**src/hdl/tlik_pkg.sv**
```systemverilog
`default_nettype none
package tlik_pkg;

  // Target coordinates, signed Q11.4
  localparam int COORD_WIDTH = 16;
  // Link lengths, unsigned Q11.4
  localparam int LINK_W      = 15;
  localparam int CFG_W       = LINK_W;
  localparam int CFG_IDX_W   = 1;

  localparam logic [CFG_IDX_W-1:0] REG_LINK1 = 1'd0;
  localparam logic [CFG_IDX_W-1:0] REG_LINK2 = 1'd1;

  localparam logic [1:0] ST_OK   = 2'd0;
  localparam logic [1:0] ST_FAR  = 2'd1;
  localparam logic [1:0] ST_NEAR = 2'd2;

  localparam int SHOULDER_W = 16;
  localparam int ELBOW_W    = 15;
  localparam logic [SHOULDER_W-1:0] SHOULDER_MAX = 16'd36000;
  localparam logic [SHOULDER_W-1:0] ELBOW_MAX    = 16'd18000;

  // Square root: radicand and root
  localparam int RAD_W       = 64;
  localparam int ROOT_W      = RAD_W / 2;
  localparam int ISQRT_STEPS = RAD_W / 2;

  // Vectoring CORDIC: vector width, normalized magnitude width, angle width
  localparam int CORD_W        = 44;
  localparam int NORM_W        = 40;
  localparam int NORM_STEPS    = 6;
  localparam int CORDIC_STEPS  = 22;
  localparam int CORDIC_LAT    = 1 + NORM_STEPS + CORDIC_STEPS;
  localparam int ANG_W         = 27;
  // Angle unit is 1/25600 degree
  localparam logic signed [ANG_W-1:0] DEG90 = 27'sd2304000;
  localparam int ANG_FRAC      = 8;

  typedef struct packed {
    logic signed [COORD_WIDTH-1:0] target_x;
    logic signed [COORD_WIDTH-1:0] target_y;
  } in_t;

  typedef struct packed {
    logic [SHOULDER_W-1:0] shoulder_angle;
    logic [ELBOW_W-1:0]    elbow_angle;
    logic [1:0]            status;
  } out_t;

  function automatic logic signed [ANG_W-1:0] atan_step(input int i);
    logic signed [ANG_W-1:0] a;
    unique case (i)
      0:  a = 27'sd1152000;
      1:  a = 27'sd680065;
      2:  a = 27'sd359328;
      3:  a = 27'sd182400;
      4:  a = 27'sd91554;
      5:  a = 27'sd45822;
      6:  a = 27'sd22916;
      7:  a = 27'sd11459;
      8:  a = 27'sd5730;
      9:  a = 27'sd2865;
      10: a = 27'sd1432;
      11: a = 27'sd716;
      12: a = 27'sd358;
      13: a = 27'sd179;
      14: a = 27'sd90;
      15: a = 27'sd45;
      16: a = 27'sd22;
      17: a = 27'sd11;
      18: a = 27'sd6;
      19: a = 27'sd3;
      20: a = 27'sd1;
      21: a = 27'sd1;
      default: a = '0;
    endcase
    return a;
  endfunction

endpackage
`default_nettype wire

```
**src/hdl/tlik_isqrt.sv**
```systemverilog
`default_nettype none
module tlik_isqrt (
  input  logic                        clk_i,
  input  logic [tlik_pkg::RAD_W-1:0]  rad_i,
  output logic [tlik_pkg::ROOT_W-1:0] root_o
);
  import tlik_pkg::*;

  // One restoring step per stage, two radicand bits at a time
  logic [RAD_W-1:0] n_q [ISQRT_STEPS-1];
  logic [RAD_W-1:0] r_q [ISQRT_STEPS];

  for (genvar k = 0; k < ISQRT_STEPS; k++) begin : g_step
    localparam logic [RAD_W-1:0] Bit = RAD_W'(1) << (RAD_W - 2 - 2 * k);
    logic [RAD_W-1:0] n_in;
    logic [RAD_W-1:0] r_in;
    logic [RAD_W:0]   trial;
    logic             take;

    if (k == 0) begin : g_first
      assign n_in = rad_i;
      assign r_in = '0;
    end else begin : g_next
      assign n_in = n_q[k-1];
      assign r_in = r_q[k-1];
    end

    assign trial = (RAD_W+1)'(r_in) + (RAD_W+1)'(Bit);
    assign take  = (RAD_W+1)'(n_in) >= trial;

    always_ff @(posedge clk_i) begin
      r_q[k] <= take ? (r_in >> 1) + Bit : r_in >> 1;
    end

    if (k < ISQRT_STEPS - 1) begin : g_rem
      always_ff @(posedge clk_i) begin
        n_q[k] <= take ? n_in - trial[RAD_W-1:0] : n_in;
      end
    end
  end

  assign root_o = r_q[ISQRT_STEPS-1][ROOT_W-1:0];

endmodule
`default_nettype wire

```
**config.mk**
```make
export PLATFORM = sky130hd
export DESIGN_NAME = tlik_isqrt
export DESIGN_NICKNAME = d
export VERILOG_FILES = /design/src/hdl/tlik_pkg.sv /design/src/hdl/tlik_isqrt.sv
export SDC_FILE = /design/constraint.sdc
export NUM_CORES = 2
export LEC_CHECK = 0
export BUFFER_PORTS_ARGS = -buffer_cell sky130_fd_sc_hd__buf_2
export CAP_MARGIN = 25
export CORE_MARGIN = 5
export CORE_UTILIZATION = 63
export DETAILED_ROUTE_END_ITERATION = 10
export GPL_TIMING_DRIVEN = 0
export PLACE_DENSITY = 0.88
export SLEW_MARGIN = 25
export SYNTH_ARGS = -nofsm -noshare
export SYNTH_HDL_FRONTEND = slang
export SYNTH_SLANG_ARGS = --single-unit
```
**constraint.sdc**
```tcl
create_clock -name clk_i -period 5.17 [get_ports clk_i]
set_clock_uncertainty 0.1 [all_clocks]
set_input_delay 1.034 -clock clk_i [delete_from_list [all_inputs] [get_ports clk_i]]
set_output_delay 1.034 -clock clk_i [all_outputs]
set_load 0.05 [all_outputs]
```
==> results.txt <==
----------------------------------------------------
[Placed design]
  Number of placed instances, taps included ... 11820
  Post-detail-place hpwl ... 194300 um
  Number of port buffers ... 96
  Gpl congestion ... 0.9505

[Yosys]
  Main synth FF type ... sky130_fd_sc_hd__dfxtp_1
  Fraction of registers with async set/reset ... 0%
  Count of mapped cells out of synthesis ... 9691
  Cell types occupying the most area after synthesis ... sky130_fd_sc_hd__dfxtp_1 52%, sky130_fd_sc_hd__ha_1 7.3%, sky130_fd_sc_hd__xnor2_1 4.2%
  Number of enable-type register cells in the synthesized netlist ... 0
  Flip-flop and latch count after synthesis ... 2512
  Netlist cell types ... 86
  Synth warnings ... 0
  Sequential element share of the synthesized area ... 52.42%
  Yosys top cell area share ... 52.42%
  Commonest cells in the synthesized netlist ... 2512 x sky130_fd_sc_hd__dfxtp_1, 698 x sky130_fd_sc_hd__inv_1, 631 x sky130_fd_sc_hd__a21oi_1, 624 x sky130_fd_sc_hd__nor2_1, 609 x sky130_fd_sc_hd__nand2_1
  Most numerous cell in the Yosys netlist ... sky130_fd_sc_hd__dfxtp_1
  Mean area per synthesized cell ... 9.899 um^2
  Leading area contributor after synthesis ... sky130_fd_sc_hd__dfxtp_1
  Summed instance area of the synthesized netlist ... 95930 um^2
  Nets in the synthesized netlist ... 10310

[Pwr]
  Power per standard cell area ... 581.6 nW/um^2
  Share of total power in combinational logic ... 25.7%
  Switching Power ... 21.19 mW
  Clk pwr share ... 29.8%
  Switching power share of the total ... 33.86%
  VDD IR-drop max ... 0.5104 mV
  Reg power frac ... 44.4%
  Leakage power of the design ... 48.98 nW
  Internal Dissipation ... 41.38 mW

[Setup path]
  Startpoint of the worst setup timing path ... r_q[28][7]
  Stages on the worst setup path ... 11
  Crit path largest cell delay ... 670 ps
  Data arrival time at the worst-slack endpoint ... 5670 ps
  Worst R2R Setup Slack ... 70 ps
  Worst flop-to-flop path startpoint ... r_q[28][7]
  Worst setup path class ... flop to flop
  Crit start category ... flop
  Required arrival time at the worst endpoint ... 5740 ps
  Kind of cell with the highest combined delay on the critical path ... compound AO/OA/AOI/OAI gates
  Worst setup path end ... n_q[1][865]
  Length in cells of the worst reg-to-reg path ... 11
  Worst path buffer plus inverter count ... 3
  Critical-path top delay cell ... sky130_fd_sc_hd__clkbuf_1
  Critical Path Fanout Max ... 10
  Reg2Reg Capture Point ... n_q[1][865]
  Nature of the critical path endpoint ... flop
  Cell chain of the critical path ... inv_1, ha_1, o21a_1, o22ai_1, nor3_1, o22ai_1, o21ai_0, a31oi_2, clkbuf_1, clkbuf_1, o21ai_0

[Die]
  Die Y-Extent ... 400.2 um
  Core region area ... 151700 um^2
  Chip Width ... 400.2 um
  Effective utilization at floorplan ... 63.23%
  I/O pin count ... 97
  Die Area ... 160200 um^2
  Number of placement rows ... 143

[GRT]
  Initial antenna violation count ... 22
  Aggregate global routing overflow ... 0
  Via count of the first global-routing pass ... 73890
  Pin count of the biggest net entering global routing ... 26
  Total Routing Usage GR ... 32.17%
  Global-route wire length before repair ... 416700 um

[Clocking]
  Clock-pin slew on the worst setup and hold paths ... 70 ps
  Hold buffer count at cts ... 0
  # clock sinks ... 2512
  Clock insertion delay at the later pin of the skew report ... 940 ps
  CTS-repair resized insts ... 0
  TritonCTS clock tree ... built
  Clock buffers created by TritonCTS ... 229
  Root Buffer Master ... sky130_fd_sc_hd__clkbuf_16
  Maximum clock insertion buffer count ... 3
  Postcts setup bufs ... 0
  Max H-tree Level ... 4

[STA]
  Slew @ Worst Pin ... 1202 ps
  Number of hold violations in the final report ... 0
  Final period utilization ... 98.66%
  Min cycle time layout ... 5101 ps
  Unrepaired setup endpoints after global routing ... false
  Maximum achievable frequency ... 196.0 MHz
  Final number of max-transition violations ... 0
  Setup violators final ... 0
  Rel. slew slack ... 19.15%

[Detailed routing]
  Post-route antenna net violation count ... 0
  Vias per cell ... 6.111
  Drt total wl ... 270700 um
  DRC marker count from the first detailed-route iteration ... 7451
  Average wire per standard cell ... 22.08 um
  Post-route DRC ... 0
  Vias ... 74920
  Count of TritonRoute iterations in the first routing pass ... 6

[Worst hold path]
  Hold path cells ... 1
  Path type of the worst min-delay path ... primary input to flop

[Final layout]
  Synthesis-to-layout area growth ... 12.16%
  Multi-input gate area ... 42300 um^2
  Fraction of final layout cells with drive strength greater than 1 ... 6.603%
  Layout fillers ... 10370
  Non-filler instance count after layout ... 12260
  Net count reported at finish ... 10640
  Area taken by flip-flops and latches ... 50290 um^2
  Final Util ... 70.91%

[Outcome]
  Outcome ... completed

[Flow run]
  Max-cap viol count ... 0

----------------------------------------------------
==> stage by stage <==
step,instance area (um^2),TNS (ps),hold WS (ps),setup WS [ps],power (mW)
2_1_floorplan,95930,0,222.4,1443,38.46
3_3_place_gp,98950,-1256,226.8,-222.5,43.04
3_5_place_dp,99010,0,232.2,135.3,43.48
4_1_cts,107500,0,68.71,119.8,62.29
5_1_grt,107600,0,84.48,0.5231,65.59
6_report,107600,0,102.9,69.22,62.58
==> per-layer routing <==
layer  global-route usage [%]  part of all wire, %  vias to the layer above
li1                         -                    -                    34640
met4                    14.35                  4.9                       12
met3                    5.711                  7.2                      936
met1                    41.29                   41                    35690
met2                    53.34                   47                     3638
met5                        0                0.026                        -
==> layout make-up <==
| type | count | area share, % |
|---|---|---|
| diodes | 9 | 0.02093 |
| plain buffers | 203 | 0.7222 |
| clock buffers | 295 | 5.873 |
| clock inverters | 137 | 2.058 |
| inverters | 701 | 2.446 |
| multi-input cells | 6275 | 39.31 |
| flip-flops and latches | 2512 | 46.74 |
| well taps | 2030 | 2.361 |
| repair buffers | 99 | 0.4675 |
==> worst reg2reg max path, delay by kind of cell (launching register included) <==
kind,cells,cell delay [ps]
buf+inv,3,1420
fa+ha+maj,1,360
flops,1,420
compound gates,6,2460
simple gates,1,130
==> kinds of logic after synthesis <==
group                      share of synthesized area [%]
DFF                                                52.42
xor gates and xnor gates                           7.806
adders and majority gates                          7.278
buffers and inverters                              3.553
AOI/OAI and AO/OA                                  12.18
muxes                                              1.028
and+or+nand+nor                                    15.73
==> power by group through the flow <==
stage,Sequential (mW),Clock (mW),Combinational [mW]
floorplan,26.5,0,12.0
global placement,27.9,0,15.1
detailed placement,28.0,0,15.5
CTS,27.7,18.8,15.8
global route,28.2,19.7,17.7
finish,27.8,18.7,16.1
==> flip-flops by register name, summed over array words and instances, names as in the netlist <==
signal and flops:
r_q 528, n_q 1984
==> cells in the final DEF, fill, tap and decap left out, drive strengths merged, types with 31 or more instances in the layout <==
cell type / instances
xnor2: 457
nor4: 359
o21a: 121
o21bai: 49
nand2: 609
clkbuf: 472
nor2b: 80
buf: 125
or4: 79
dfxtp: 2512
ha: 558
nor2: 624
xor2: 398
nor4b: 57
and3: 63
nor3: 254
mux2: 76
or2: 38
o31ai: 56
or3: 130
nand2b: 101
o21ai: 454
clkinv: 75
nand4: 173
nand3: 143
a21oi: 631
inv: 708
a21o: 223
nand3b: 31
a211oi: 50
a31oi: 59
nand4b: 31
bufinv: 41
==> worst min path at each step <==
stage	start	endpoint	slack (ps)
finish	rad_i[58]	n_q[0][58]	100
global route	rad_i[37]	n_q[0][37]	80
CTS	rad_i[23]	n_q[0][23]	70
detailed placement	n_q[1][329]	n_q[1][393]	230
global placement	n_q[1][330]	n_q[1][394]	230
floorplan	n_q[0][923]	n_q[0][987]	220
(Power assumes the default switching activity.)
